==> config.mk <==
export PLATFORM = sky130hd
export DESIGN_NAME = aemp_accum
export DESIGN_NICKNAME = d
export VERILOG_FILES = /design/src/sv/aemp_pkg.sv /design/src/sv/aemp_accum.sv
export SDC_FILE = /design/constraint.sdc
export NUM_CORES = 2
export LEC_CHECK = 0
export ABC_AREA = 1
export ABC_CLOCK_PERIOD_IN_PS = 34500
export BUFFER_PORTS_ARGS = -buffer_cell sky130_fd_sc_hd__buf_2
export CAP_MARGIN = 20
export CORE_AREA = 4 4 617 619
export DETAILED_ROUTE_END_ITERATION = 6
export DIE_AREA = 0 0 621 623
export PLACE_DENSITY = 0.3
export SLEW_MARGIN = 30
export SYNTH_ARGS = -nofsm -noshare
export SYNTH_HDL_FRONTEND = slang
export SYNTH_SLANG_ARGS = --single-unit
==> constraint.sdc <==
create_clock -name clk -period 34.5 [get_ports clk]
set_input_delay 3.45 -clock clk [delete_from_list [all_inputs] [get_ports clk]]
set_output_delay 3.45 -clock clk [all_outputs]
set_load 0.02 [all_outputs]
==> src/sv/aemp_pkg.sv <==
`timescale 1ns / 1ps

package aemp_pkg;

  // Configuration register indexes
  localparam logic [2:0] REG_ROW_ZERO  = 3'd0;
  localparam logic [2:0] REG_ROW_ONE   = 3'd1;
  localparam logic [2:0] REG_ROW_TWO   = 3'd2;
  localparam logic [2:0] REG_TIME_STEP = 3'd3;

  localparam logic signed [15:0] TIME_STEP_RESET = 16'sd8192;

  // Number of fraction bits dropped when rounding
  localparam int unsigned RND_SHIFT = 14;

  typedef logic signed [47:0] prod48_t;
  typedef logic signed [31:0] prod32_t;

  // Transform rows: [15:0] r0, [31:16] r1, [47:32] r2, [63:48] t (Q8.8)
  typedef logic [2:0][63:0] rows_t;

  typedef struct packed {
    logic signed [31:0] pos_x;
    logic signed [31:0] pos_y;
    logic signed [31:0] pos_z;
    logic signed [31:0] size_w;
    logic signed [31:0] size_l;
    logic signed [31:0] size_h;
    logic signed [15:0] yaw_sin;
    logic signed [15:0] yaw_cos;
    logic signed [31:0] vel_x;
    logic signed [31:0] vel_y;
    logic signed [31:0] vel_z;
  } in_t;

  typedef struct packed {
    logic signed [31:0] out_x;
    logic signed [31:0] out_y;
    logic signed [31:0] out_z;
    logic signed [31:0] out_w;
    logic signed [31:0] out_l;
    logic signed [31:0] out_h;
    logic signed [15:0] slot_sin;
    logic signed [15:0] slot_cos;
    logic signed [31:0] out_vx;
    logic signed [31:0] out_vy;
    logic signed [31:0] out_vz;
  } out_t;

  // Predicted centre plus the fields that ride along
  typedef struct packed {
    logic [2:0][31:0] cen;
    logic [2:0][31:0] vel;
    logic [2:0][31:0] size;
    logic signed [15:0] yaw_sin;
    logic signed [15:0] yaw_cos;
  } pred_t;

  // Partial products of the transform, row-major
  typedef struct packed {
    logic [2:0][2:0][47:0] cen_p;
    logic [2:0][2:0][47:0] vel_p;
    logic [1:0][1:0][31:0] yaw_p;
    logic [2:0][31:0]      size;
  } prod_t;

  // Saturate a 38-bit two's complement value to 32 bits
  function automatic logic [31:0] sat_q16(input logic [37:0] x);
    logic [31:0] res;
    if (!x[37] && (|x[36:31])) begin
      res = 32'h7FFF_FFFF;
    end else if (x[37] && !(&x[36:31])) begin
      res = 32'h8000_0000;
    end else begin
      res = x[31:0];
    end
    return res;
  endfunction

  // Saturate a 20-bit two's complement value to 16 bits
  function automatic logic [15:0] sat_q14(input logic [19:0] x);
    logic [15:0] res;
    if (!x[19] && (|x[18:15])) begin
      res = 16'h7FFF;
    end else if (x[19] && !(&x[18:15])) begin
      res = 16'h8000;
    end else begin
      res = x[15:0];
    end
    return res;
  endfunction

endpackage

==> src/sv/aemp_accum.sv <==
`timescale 1ns / 1ps

// Stage 4: sum products, add translation, round and saturate; output register
module aemp_accum (
  input  logic              clk,
  input  logic              rst_n,
  input  aemp_pkg::rows_t   rows,
  input  logic              up_valid,
  output logic              up_ready,
  input  aemp_pkg::prod_t   up_data,
  output logic              dn_valid,
  input  logic              dn_ready,
  output aemp_pkg::out_t    dn_data
);

  logic             valid_r;
  aemp_pkg::out_t   res_r;
  aemp_pkg::out_t   res_nxt;

  logic [2:0][51:0] cen_acc;
  logic [2:0][51:0] vel_acc;
  logic [2:0][31:0] cen_sat;
  logic [2:0][31:0] vel_sat;
  logic [1:0][33:0] yaw_acc;

  assign up_ready = !valid_r || dn_ready;

  always_comb begin
    for (int r = 0; r < 3; r++) begin
      // translation Q8.8 lifted to Q.30
      cen_acc[r] = {{4{up_data.cen_p[r][0][47]}}, up_data.cen_p[r][0]}
                 + {{4{up_data.cen_p[r][1][47]}}, up_data.cen_p[r][1]}
                 + {{4{up_data.cen_p[r][2][47]}}, up_data.cen_p[r][2]}
                 + {{14{rows[r][63]}}, rows[r][63:48], 22'd0}
                 + 52'd8192;
      vel_acc[r] = {{4{up_data.vel_p[r][0][47]}}, up_data.vel_p[r][0]}
                 + {{4{up_data.vel_p[r][1][47]}}, up_data.vel_p[r][1]}
                 + {{4{up_data.vel_p[r][2][47]}}, up_data.vel_p[r][2]}
                 + 52'd8192;
      cen_sat[r] = aemp_pkg::sat_q16(cen_acc[r][51:aemp_pkg::RND_SHIFT]);
      vel_sat[r] = aemp_pkg::sat_q16(vel_acc[r][51:aemp_pkg::RND_SHIFT]);
    end
    for (int r = 0; r < 2; r++) begin
      yaw_acc[r] = {{2{up_data.yaw_p[r][0][31]}}, up_data.yaw_p[r][0]}
                 + {{2{up_data.yaw_p[r][1][31]}}, up_data.yaw_p[r][1]}
                 + 34'd8192;
    end
    res_nxt.out_x    = cen_sat[0];
    res_nxt.out_y    = cen_sat[1];
    res_nxt.out_z    = cen_sat[2];
    res_nxt.out_w    = up_data.size[0];
    res_nxt.out_l    = up_data.size[1];
    res_nxt.out_h    = up_data.size[2];
    // row 0 result goes to the sin slot, row 1 to the cos slot
    res_nxt.slot_sin = aemp_pkg::sat_q14(yaw_acc[0][33:aemp_pkg::RND_SHIFT]);
    res_nxt.slot_cos = aemp_pkg::sat_q14(yaw_acc[1][33:aemp_pkg::RND_SHIFT]);
    res_nxt.out_vx   = vel_sat[0];
    res_nxt.out_vy   = vel_sat[1];
    res_nxt.out_vz   = vel_sat[2];
  end

  always_ff @(posedge clk) begin
    if (!rst_n) begin
      valid_r <= 1'b0;
    end else if (up_ready) begin
      valid_r <= up_valid;
    end
  end

  always_ff @(posedge clk) begin
    if (up_ready && up_valid) begin
      res_r <= res_nxt;
    end
  end

  assign dn_valid = valid_r;
  assign dn_data  = res_r;

endmodule

==> flow_metrics.py <==
metrics = {
    "synthesis": {
        "synth_top_area_share_pct": 19.4,
        "synthSimpleGateAreaFrac_pct": 25.8,
        "syn_nets": 9242,
        "synthXorXnorAreaFrac_pct": 3.72,
        "ys_warn_count": 0,
        "synth_largest_area_cell": "edfxtp_1",
        "seq_area_frac_synth_pct": 19.5,
        "synth-adder-area-share_pct": 30.2,
        "synthTopCellsByArea": "edfxtp_1 (19%), nand2_1 (16%), ha_1 (15%)",
        "syn_avg_cell_area_um2": 7.09,
        "ys_top_cells_by_count": "nand2_1 (2122), inv_1 (1605), ha_1 (613)",
        "synth_cells": 6982,
        "synth_edf_count": 320,
        "ys_seq_elements": 321,
        "muxShareOfSynthArea_pct": 0,
        "netlist_area_mm2": 0.0495,
        "synth_flop_cell": "edfxtp_1",
        "synth_top_family_by_area": "adder cells",
        "synth_cell_types": 51,
        "synth_compound_area_share_pct": 7.68,
        "async_flop_share_pct": 0,
        "synth_most_common_cell": "nand2_1",
    },
    "pwr": {
        "p_total_uw": 3680,
        "pwr-share-clk_pct": 17.8,
        "combPwrFrac_pct": 64.6,
        "powerDensity_mw_per_mm2": 56.8,
        "vdd.ir_drop.worst_mv": 0.0394,
        "p_seq_share_pct": 17.5,
        "power_leakage_uw": 0.0345,
        "p_int_uw": 1740,
        "switching_share_pct": 52.7,
        "p_sw_uw": 1940,
    },
    "critical_path": {
        "endpoint_kind": "output port",
        "cp_cell_sequence": "buf_2 -> inv_1 -> nand2_1 -> buf_2",
        "cpMostUsedCell": "buf_2",
        "criticalPathCategory": "in2out",
        "cp_max_fo": 2,
        "slowest_delay_ns": 0.21,
        "startpoint_type": "primary input",
        "crit_slowest_cell": "buf_2",
        "critical_path_buf_inv_count": 3,
        "r2r.worst_path.cells": 5,
        "crit_cells": 4,
        "arrival_ns": 4.03,
        "crit_family": "buffers and inverters",
        "cp.required_ns": 31.05,
    },
    "clock_network": {
        "clkTransAtPathRegs_ns": 0.06,
        "cts_sinks": 321,
        "cts_tree": "built",
        "cts_buffers": 56,
        "ctsHoldBuffers": 0,
        "cts_resized": 0,
        "cts.htree.levels": 2,
        "clk_latency_ns": 0.69,
        "post_cts_buffers": 0,
        "cts-root-buf": "clkbuf_16",
        "clk_path_buf_depth": 3,
    },
    "timing": {
        "final_max_slew_viol_count": 0,
        "rsz0062_at_grt": "no",
        "worst_pin_slew_ns": 0.944,
        "setup_viol": 0,
        "hold_ws_ns": 0.716,
        "fin_crit_sh_pct": 21.7,
        "fmax_mhz": 134,
        "fin_worst_skew_ns": 0.0287,
        "tns_ns": 0,
        "maxSlewHeadroom_pct": 37.1,
        "hold_viol_final": 0,
        "finalCriticalPeriod_ns": 7.48,
    },
    "layout": {
        "num-nets-final": 10700,
        "fin_area_mm2": 0.0648,
        "stdcell_count": 13500,
        "num-fill-cells": 43600,
        "multi_input_area_mm2": 0.0334,
        "regArea_mm2": 0.00963,
        "drive_gt1_share_pct": 20.0,
        "area_delta_synth_final_pct": 31.0,
    },
    "place": {
        "routabilityCongestion": 0.920,
        "place_hpwl_mm": 253,
        "io_buffer_count": 1461,
        "placedInstanceArea_mm2": 0.0627,
        "post-place-cells": 13400,
    },
    "route": {
        "via_count": 49500,
        "drt_iter0_markers": 2311,
        "firstDrtPassIters": 5,
        "drc": 0,
        "vias_per_cell": 3.66,
        "postRouteAntennaNets": 0,
        "routed_wirelength_mm": 278,
        "wl_per_cell_um": 20.5,
    },
    "global_routing": {
        "track_usage_pct": 13.9,
        "antenna_found_initial": 122,
        "grt.overflow.total": 0,
        "grt_pass1_wl_mm": 389,
        "grt_pass1_vias": 53400,
        "grt_start_max_net_pins": 54,
    },
    "job": {
        "cap_violations": 0,
    },
    "run_status": {
        "status": "finished, final reports clean",
    },
    "die": {
        "die_w_um": 621,
        "start_util_pct": 13.2,
        "chipHeight_um": 623,
        "core.rowCount": 225,
        "die_area_mm2": 0.387,
        "io_pins": 1606,
        "core_area_mm2": 0.375,
    },
    "min_path": {
        "min_path_type": "reg2reg",
        "min_path_cells": 2,
    },
}
## worst min-delay path: stages (launching register included)
cell      delay, ns
dfxtp_1        0.36
nand2_1        0.19
a21boi_0       0.11
## power groups by stage
stage | Combinational [µW] | Sequential, µW | Clock (µW)
3_5_place_dp | 2430 | 658 | 0
3_3_place_gp | 2440 | 660 | 0
2_1_floorplan | 1380 | 797 | 0
4_1_cts | 2450 | 652 | 698
5_1_grt | 2660 | 658 | 706
6_report | 2380 | 646 | 656
## metrics by stage
step                setup WS, ns  utilization (%)
floorplan                  14.57                -
global placement           26.05             16.7
detailed placement         26.34             16.7
CTS                        27.04             17.3
global route               26.76             17.3
finish                     27.02             17.3
## area by class of cell
type	instances	area share [%]
Sequential cell	321	14.9
Inverter	1625	9.41
Clock buffer	69	2.37
Timing Repair Buffer	1470	11.4
Antenna cell	23	0.0888
Clock inverter	37	0.780
Tap cell	4994	9.64
Multi-Input combinational cell	4996	51.5
## final timing paths
check | from | to | slack [ns]
setup / recovery | dn_ready | up_ready | 27.02
setup reg to reg | dn_valid | dn_data[144] | 30.28
hold / removal | dn_valid | dn_valid | 0.72
hold reg to reg | dn_valid | dn_valid | 0.72
## layer usage
layer	vias to the layer above	wire length [µm]	track usage [%]
li1	24500	-	-
met1	23300	105000	14.9
met4	34	8270	3.41
met2	1305	150000	27.4
met3	340	14500	2.79
met5	-	247	0
## registers in the layout, summed over array words and instances (netlist names)
signal / flops
dn_valid: 1
dn_data: 320
## cells by family after synthesis
kind of cell / Yosys count
xor gates and xnor gates: 207
and+or+nand+nor: 3131
AOI/OAI and AO/OA: 682
DFF: 321
buffers and inverters: 1665
adders and majority gates: 976
## layout by cell type, fill, tap and decap left out, types with 36 or more instances in the layout
master / netlist / final
nor2_1: 522 / 522
nand4_1: 36 / 36
fa_1: 363 / 363
nand3_1: 228 / 228
inv_1: 1605 / 1605
buf_2: 0 / 1461
clkbuf_16: 0 / 58
o21bai_1: 74 / 74
nand2_1: 2122 / 2121
a21oi_1: 412 / 411
xor2_1: 117 / 117
nor3_1: 44 / 44
xnor2_1: 88 / 88
edfxtp_1: 320 / 320
nand2_2: 61 / 62
ha_1: 613 / 613
o21ai_0: 115 / 115
Note: power is estimated with default switching activity, not from simulation.
