`src/sv/aemp_pkg.sv`:
```
`timescale 1ns / 1ps

package aemp_pkg;

  // Configuration register indexes
  localparam logic [2:0] REG_ROW_ZERO  = 3'd0;
  localparam logic [2:0] REG_ROW_ONE   = 3'd1;
  localparam logic [2:0] REG_ROW_TWO   = 3'd2;
  localparam logic [2:0] REG_TIME_STEP = 3'd3;

  localparam logic signed [15:0] TIME_STEP_RESET = 16'sd8192;

  // Number of fraction bits dropped when rounding
  localparam int unsigned RND_SHIFT = 14;

  typedef logic signed [47:0] prod48_t;
  typedef logic signed [31:0] prod32_t;

  // Transform rows: [15:0] r0, [31:16] r1, [47:32] r2, [63:48] t (Q8.8)
  typedef logic [2:0][63:0] rows_t;

  typedef struct packed {
    logic signed [31:0] pos_x;
    logic signed [31:0] pos_y;
    logic signed [31:0] pos_z;
    logic signed [31:0] size_w;
    logic signed [31:0] size_l;
    logic signed [31:0] size_h;
    logic signed [15:0] yaw_sin;
    logic signed [15:0] yaw_cos;
    logic signed [31:0] vel_x;
    logic signed [31:0] vel_y;
    logic signed [31:0] vel_z;
  } in_t;

  typedef struct packed {
    logic signed [31:0] out_x;
    logic signed [31:0] out_y;
    logic signed [31:0] out_z;
    logic signed [31:0] out_w;
    logic signed [31:0] out_l;
    logic signed [31:0] out_h;
    logic signed [15:0] slot_sin;
    logic signed [15:0] slot_cos;
    logic signed [31:0] out_vx;
    logic signed [31:0] out_vy;
    logic signed [31:0] out_vz;
  } out_t;

  // Predicted centre plus the fields that ride along
  typedef struct packed {
    logic [2:0][31:0] cen;
    logic [2:0][31:0] vel;
    logic [2:0][31:0] size;
    logic signed [15:0] yaw_sin;
    logic signed [15:0] yaw_cos;
  } pred_t;

  // Partial products of the transform, row-major
  typedef struct packed {
    logic [2:0][2:0][47:0] cen_p;
    logic [2:0][2:0][47:0] vel_p;
    logic [1:0][1:0][31:0] yaw_p;
    logic [2:0][31:0]      size;
  } prod_t;

  // Saturate a 38-bit two's complement value to 32 bits
  function automatic logic [31:0] sat_q16(input logic [37:0] x);
    logic [31:0] res;
    if (!x[37] && (|x[36:31])) begin
      res = 32'h7FFF_FFFF;
    end else if (x[37] && !(&x[36:31])) begin
      res = 32'h8000_0000;
    end else begin
      res = x[31:0];
    end
    return res;
  endfunction

  // Saturate a 20-bit two's complement value to 16 bits
  function automatic logic [15:0] sat_q14(input logic [19:0] x);
    logic [15:0] res;
    if (!x[19] && (|x[18:15])) begin
      res = 16'h7FFF;
    end else if (x[19] && !(&x[18:15])) begin
      res = 16'h8000;
    end else begin
      res = x[15:0];
    end
    return res;
  endfunction

endpackage

```
`src/sv/aemp_predict.sv`:
```
`timescale 1ns / 1ps

// Two stages: velocity times dt, then rounded add onto the centre
module aemp_predict (
  input  logic                    clk,
  input  logic                    rst_n,
  input  logic signed [15:0]      dt,
  input  logic                    up_valid,
  output logic                    up_ready,
  input  aemp_pkg::in_t           up_data,
  output logic                    dn_valid,
  input  logic                    dn_ready,
  output aemp_pkg::pred_t         dn_data
);

  typedef struct packed {
    logic [2:0][47:0] mv;
    logic [2:0][31:0] pos;
    logic [2:0][31:0] vel;
    logic [2:0][31:0] size;
    logic signed [15:0] yaw_sin;
    logic signed [15:0] yaw_cos;
  } mul_t;

  logic            s1_valid_r;
  logic            s1_ready;
  mul_t            s1_r;
  mul_t            s1_nxt;
  logic            s2_valid_r;
  logic            s2_ready;
  aemp_pkg::pred_t s2_r;
  aemp_pkg::pred_t s2_nxt;

  logic [2:0][48:0] mv_rnd;
  logic [2:0][35:0] cen_sum;

  assign s2_ready = !s2_valid_r || dn_ready;
  assign s1_ready = !s1_valid_r || s2_ready;
  assign up_ready = s1_ready;

  // Stage 1: v * dt, Q16.16 x Q2.14
  always_comb begin
    s1_nxt.pos[0]  = up_data.pos_x;
    s1_nxt.pos[1]  = up_data.pos_y;
    s1_nxt.pos[2]  = up_data.pos_z;
    s1_nxt.vel[0]  = up_data.vel_x;
    s1_nxt.vel[1]  = up_data.vel_y;
    s1_nxt.vel[2]  = up_data.vel_z;
    s1_nxt.size[0] = up_data.size_w;
    s1_nxt.size[1] = up_data.size_l;
    s1_nxt.size[2] = up_data.size_h;
    s1_nxt.yaw_sin = up_data.yaw_sin;
    s1_nxt.yaw_cos = up_data.yaw_cos;
    for (int i = 0; i < 3; i++) begin
      s1_nxt.mv[i] = aemp_pkg::prod48_t'($signed(s1_nxt.vel[i]) * dt);
    end
  end

  always_ff @(posedge clk) begin
    if (!rst_n) begin
      s1_valid_r <= 1'b0;
    end else if (s1_ready) begin
      s1_valid_r <= up_valid;
    end
  end

  always_ff @(posedge clk) begin
    if (s1_ready && up_valid) begin
      s1_r <= s1_nxt;
    end
  end

  // Stage 2: round half up, add to position, saturate
  always_comb begin
    for (int i = 0; i < 3; i++) begin
      mv_rnd[i]  = {s1_r.mv[i][47], s1_r.mv[i]} + 49'd8192;
      cen_sum[i] = {{4{s1_r.pos[i][31]}}, s1_r.pos[i]}
                 + {mv_rnd[i][48], mv_rnd[i][48:aemp_pkg::RND_SHIFT]};
      s2_nxt.cen[i] = aemp_pkg::sat_q16({{2{cen_sum[i][35]}}, cen_sum[i]});
    end
    s2_nxt.vel     = s1_r.vel;
    s2_nxt.size    = s1_r.size;
    s2_nxt.yaw_sin = s1_r.yaw_sin;
    s2_nxt.yaw_cos = s1_r.yaw_cos;
  end

  always_ff @(posedge clk) begin
    if (!rst_n) begin
      s2_valid_r <= 1'b0;
    end else if (s2_ready) begin
      s2_valid_r <= s1_valid_r;
    end
  end

  always_ff @(posedge clk) begin
    if (s2_ready && s1_valid_r) begin
      s2_r <= s2_nxt;
    end
  end

  assign dn_valid = s2_valid_r;
  assign dn_data  = s2_r;

endmodule

```
`config.mk`:
```
export PLATFORM = sky130hd
export DESIGN_NAME = aemp_predict
export DESIGN_NICKNAME = d
export VERILOG_FILES = /design/src/sv/aemp_pkg.sv /design/src/sv/aemp_predict.sv
export SDC_FILE = /design/constraint.sdc
export NUM_CORES = 2
export LEC_CHECK = 0
export ABC_CLOCK_PERIOD_IN_PS = 20900
export BUFFER_PORTS_ARGS = -buffer_cell sky130_fd_sc_hd__buf_4
export CAP_MARGIN = 10
export CORE_ASPECT_RATIO = 0.9
export CORE_MARGIN = 2
export CORE_UTILIZATION = 50
export CTS_CLUSTER_DIAMETER = 100
export DETAILED_ROUTE_END_ITERATION = 10
export PLACE_DENSITY = 0.7
export SLEW_MARGIN = 10
export SYNTH_ARGS = -nofsm -noshare
export SYNTH_HDL_FRONTEND = slang
export SYNTH_SLANG_ARGS = --single-unit
export TNS_END_PERCENT = 100
```
`constraint.sdc`:
```
create_clock -name clk -period 20.9 [get_ports clk]
set_input_delay 1.045 -clock clk [delete_from_list [all_inputs] [get_ports clk]]
set_output_delay 1.045 -clock clk [all_outputs]
set_load 0.02 [all_outputs]
```
==> flow_metrics.py <==
metrics = {
    "outcome": {
        "status": "finished, final reports clean",
    },
    "sta": {
        "drv_slew": 0,
        "finalHoldViolCount": 0,
        "relSlewSlack": 0.237,
        "grt_setup_unrepaired": "no",
        "worst_slew_pin_slew_ns": 1.14,
        "setup_viol": 0,
        "fin_crit_ns": 8.28,
        "finalCritPeriodShare": 0.396,
        "max_freq_mhz": 121,
        "whs_ns": 0.398,
        "setup-tns-final_ns": 0,
        "finClkSkew_ns": 0.0687,
        "finalWorstSetupSlack_ns": 12.62,
    },
    "synthesis": {
        "yosysWarnings": 0,
        "synthTopCellsByArea": "fa_1, edfxtp_1, inv_1",
        "synth_top_area_cell": "fa_1",
        "synthCells": 7839,
        "ys_ff_latch": 747,
        "ys_seq_area_frac": 0.272,
        "syn_area_um2": 82500,
        "synth.top_cell.area_share": 0.354,
        "ys_types": 76,
        "synthArstFlopShare": 0,
        "syn-num-nets": 10100,
        "synth_edf_count": 745,
        "ys.flop_type": "edfxtp_1",
        "synth_area_per_cell_um2": 10.5,
    },
    "global_route": {
        "first_global_vias": 61400,
        "grt_overflow": 0,
        "grt_max_degree": 144,
        "grt_util_all_layers": 0.256,
        "antenna_found_initial": 6,
        "grt_pass1_wl_um": 336000,
    },
    "layout": {
        "fin_nets": 10500,
        "finalInstanceArea_um2": 92000,
        "drive_gt1_frac": 0.103,
        "syn_to_final_growth_pct": 11.5,
    },
    "drt": {
        "top_layer": "met5",
        "vias_per_cell": 5.37,
        "drt_iter0_markers": 3666,
        "drc": 0,
        "wl_met2_um": 104000,
        "wirelength_met1_um": 83900,
        "firstDrtPassIters": 6,
        "wl_met3_um": 14200,
        "dr_total_vias": 56400,
        "antenna_left": 0,
        "wl_um": 209000,
        "detail_route.wl_per_cell_um": 19.9,
    },
    "die": {
        "die-height_um": 389,
        "io_pins": 662,
        "num_rows": 141,
        "core_area_um2": 164000,
        "start_util": 0.503,
        "die_x_um": 432,
        "dieArea_um2": 168000,
    },
    "clock_tree": {
        "cts_resized": 0,
        "ctsHoldBuffers": 0,
        "cts.sinks": 747,
        "clk_pin_slew_ns": 0.06,
        "post_cts_buffers": 0,
        "htree_num_levels": 3,
        "cts_root_buf": "clkbuf_16",
        "cts-buffers-inserted": 86,
        "clk_path_buf_depth": 3,
        "tritoncts": "done",
        "clock_latency_ns": 0.75,
    },
    "worst_hold_path": {
        "hold_class": "flop to flop",
    },
    "setup_path": {
        "worstPathRequired_ns": 21.34,
        "start_kind": "input port",
        "path_max_fanout": 52,
        "crit_type": "input port to flop",
        "r2r_setup_slack_ns": 15.10,
        "critical_path_arrival_ns": 8.72,
        "critPathCaptureType": "flop",
    },
    "job": {
        "drv_cap": 0,
    },
    "placed_design": {
        "port_buffers": 661,
        "dp_hpwl_um": 156000,
        "gp_congestion": 0.915,
        "preCtsSetupSlack_ns": 12.05,
        "postPlaceCellArea_um2": 89200,
    },
}
[cells in the mapped netlist (34+ instances only)]
cell type,n
inv_1,1693
fa_1,1458
nand2_1,970
edfxtp_1,745
and2_1,621
ha_1,441
clkbuf_1,307
nor2_1,220
xnor2_1,213
a21oi_1,206
a21o_1,168
o21ai_0,123
xor2_1,92
nand3_1,77
nand4_1,46
nand2b_1,44
and3_1,36
nor3_1,34
o21a_1,34
[cell usage in the layout (no fill, tap or decap), drive strengths merged, types with 6 or more instances in the layout]
master	instances
nor3b	6
clkinvlp	10
o21bai	21
nand2b	44
inv	1697
a21oi	209
buf	691
xor2	92
a21o	168
and3	36
a41o	7
or2	9
edfxtp	745
o21ai	142
nor2	220
clkbuf	104
xnor2	213
a21boi	8
clkinv	40
o311ai	9
fa	1458
nand2	970
nand3	77
o31ai	8
nand4	47
o211ai	12
a31oi	23
nor2b	29
ha	441
o2111ai	6
nor3	34
a31o	11
and2	622
a211oi	31
or3	14
and4	13
o21a	34
[path summary, 6_finish.rpt]
check                                    end  depth (start not counted)                 from
setup / recovery         s1_r[411]$_DFFE_PP_                         23                dt[1]
hold / removal        dn_data[160]$_DFFE_PP_                          0  s1_r[160]$_DFFE_PP_
setup reg to reg  dn_data[248]$_SDFFCE_PP1P_                         17  s1_r[335]$_DFFE_PP_
hold reg to reg       dn_data[160]$_DFFE_PP_                          0  s1_r[160]$_DFFE_PP_
[routing by layer]
metal | track usage | up-vias
li1 | - | 25000
met1 | 0.335 | 29000
met2 | 0.435 | 1999
met3 | 0.0402 | 409
met4 | 0.0844 | 4
met5 | 0 | -
[critical path, cell delays in order]
cell and delay, ns:
buf_4 0.50, buf_4 0.65, nand2_1 0.19, fa_1 0.55, fa_1 0.46, fa_1 0.54
inv_1 0.06, fa_1 0.49, fa_1 0.49, inv_1 0.05, fa_1 0.47, inv_1 0.05
ha_1 0.29, and3_1 0.17, a221o_1 0.30, a21oi_1 0.38, and4b_1 0.28, or2_1 0.31
a21oi_2 0.29, a21oi_1 0.20, a311oi_1 0.51, o21bai_1 0.13, xor2_1 0.15
[cell families after synthesis]
group	after synthesis	share of synthesized area
adders and majority gates	1899	0.421
DFF	747	0.272
xor gates and xnor gates	305	0.0324
and+or+nand+nor	2133	0.125
muxes	4	0.000500
AOI/OAI and AO/OA	732	0.0579
buffers and inverters	2019	0.0921
[metrics by stage]
stage                     utilization  cells
after floorplan                     -   7839
after global routing            0.561  10500
after CTS                       0.561  10500
after detailed placement        0.544  10300
final                           0.561  10500
after global placement          0.544  10300
[final cells by class]
| class | instances | area, um^2 |
|---|---|---|
| Clock buffer | 104 | 2220 |
| Multi-Input combinational cell | 5073 | 52500 |
| Timing Repair Buffer | 691 | 5210 |
| Fill cell | 14000 | 72100 |
| Clock inverter | 56 | 573 |
| Inverter | 1693 | 6360 |
| Tap cell | 2145 | 2680 |
| Sequential cell | 747 | 22400 |
| Antenna cell | 3 | 7.51 |
[registers in the layout (all words and copies together) (netlist names)]
register and flops:
dn_data 320, dn_valid 1, s1_r 425, s1_valid_r 1
Power is not shown: default switching activity piles up to over one toggle a cycle in this logic, so the estimate is an artifact.
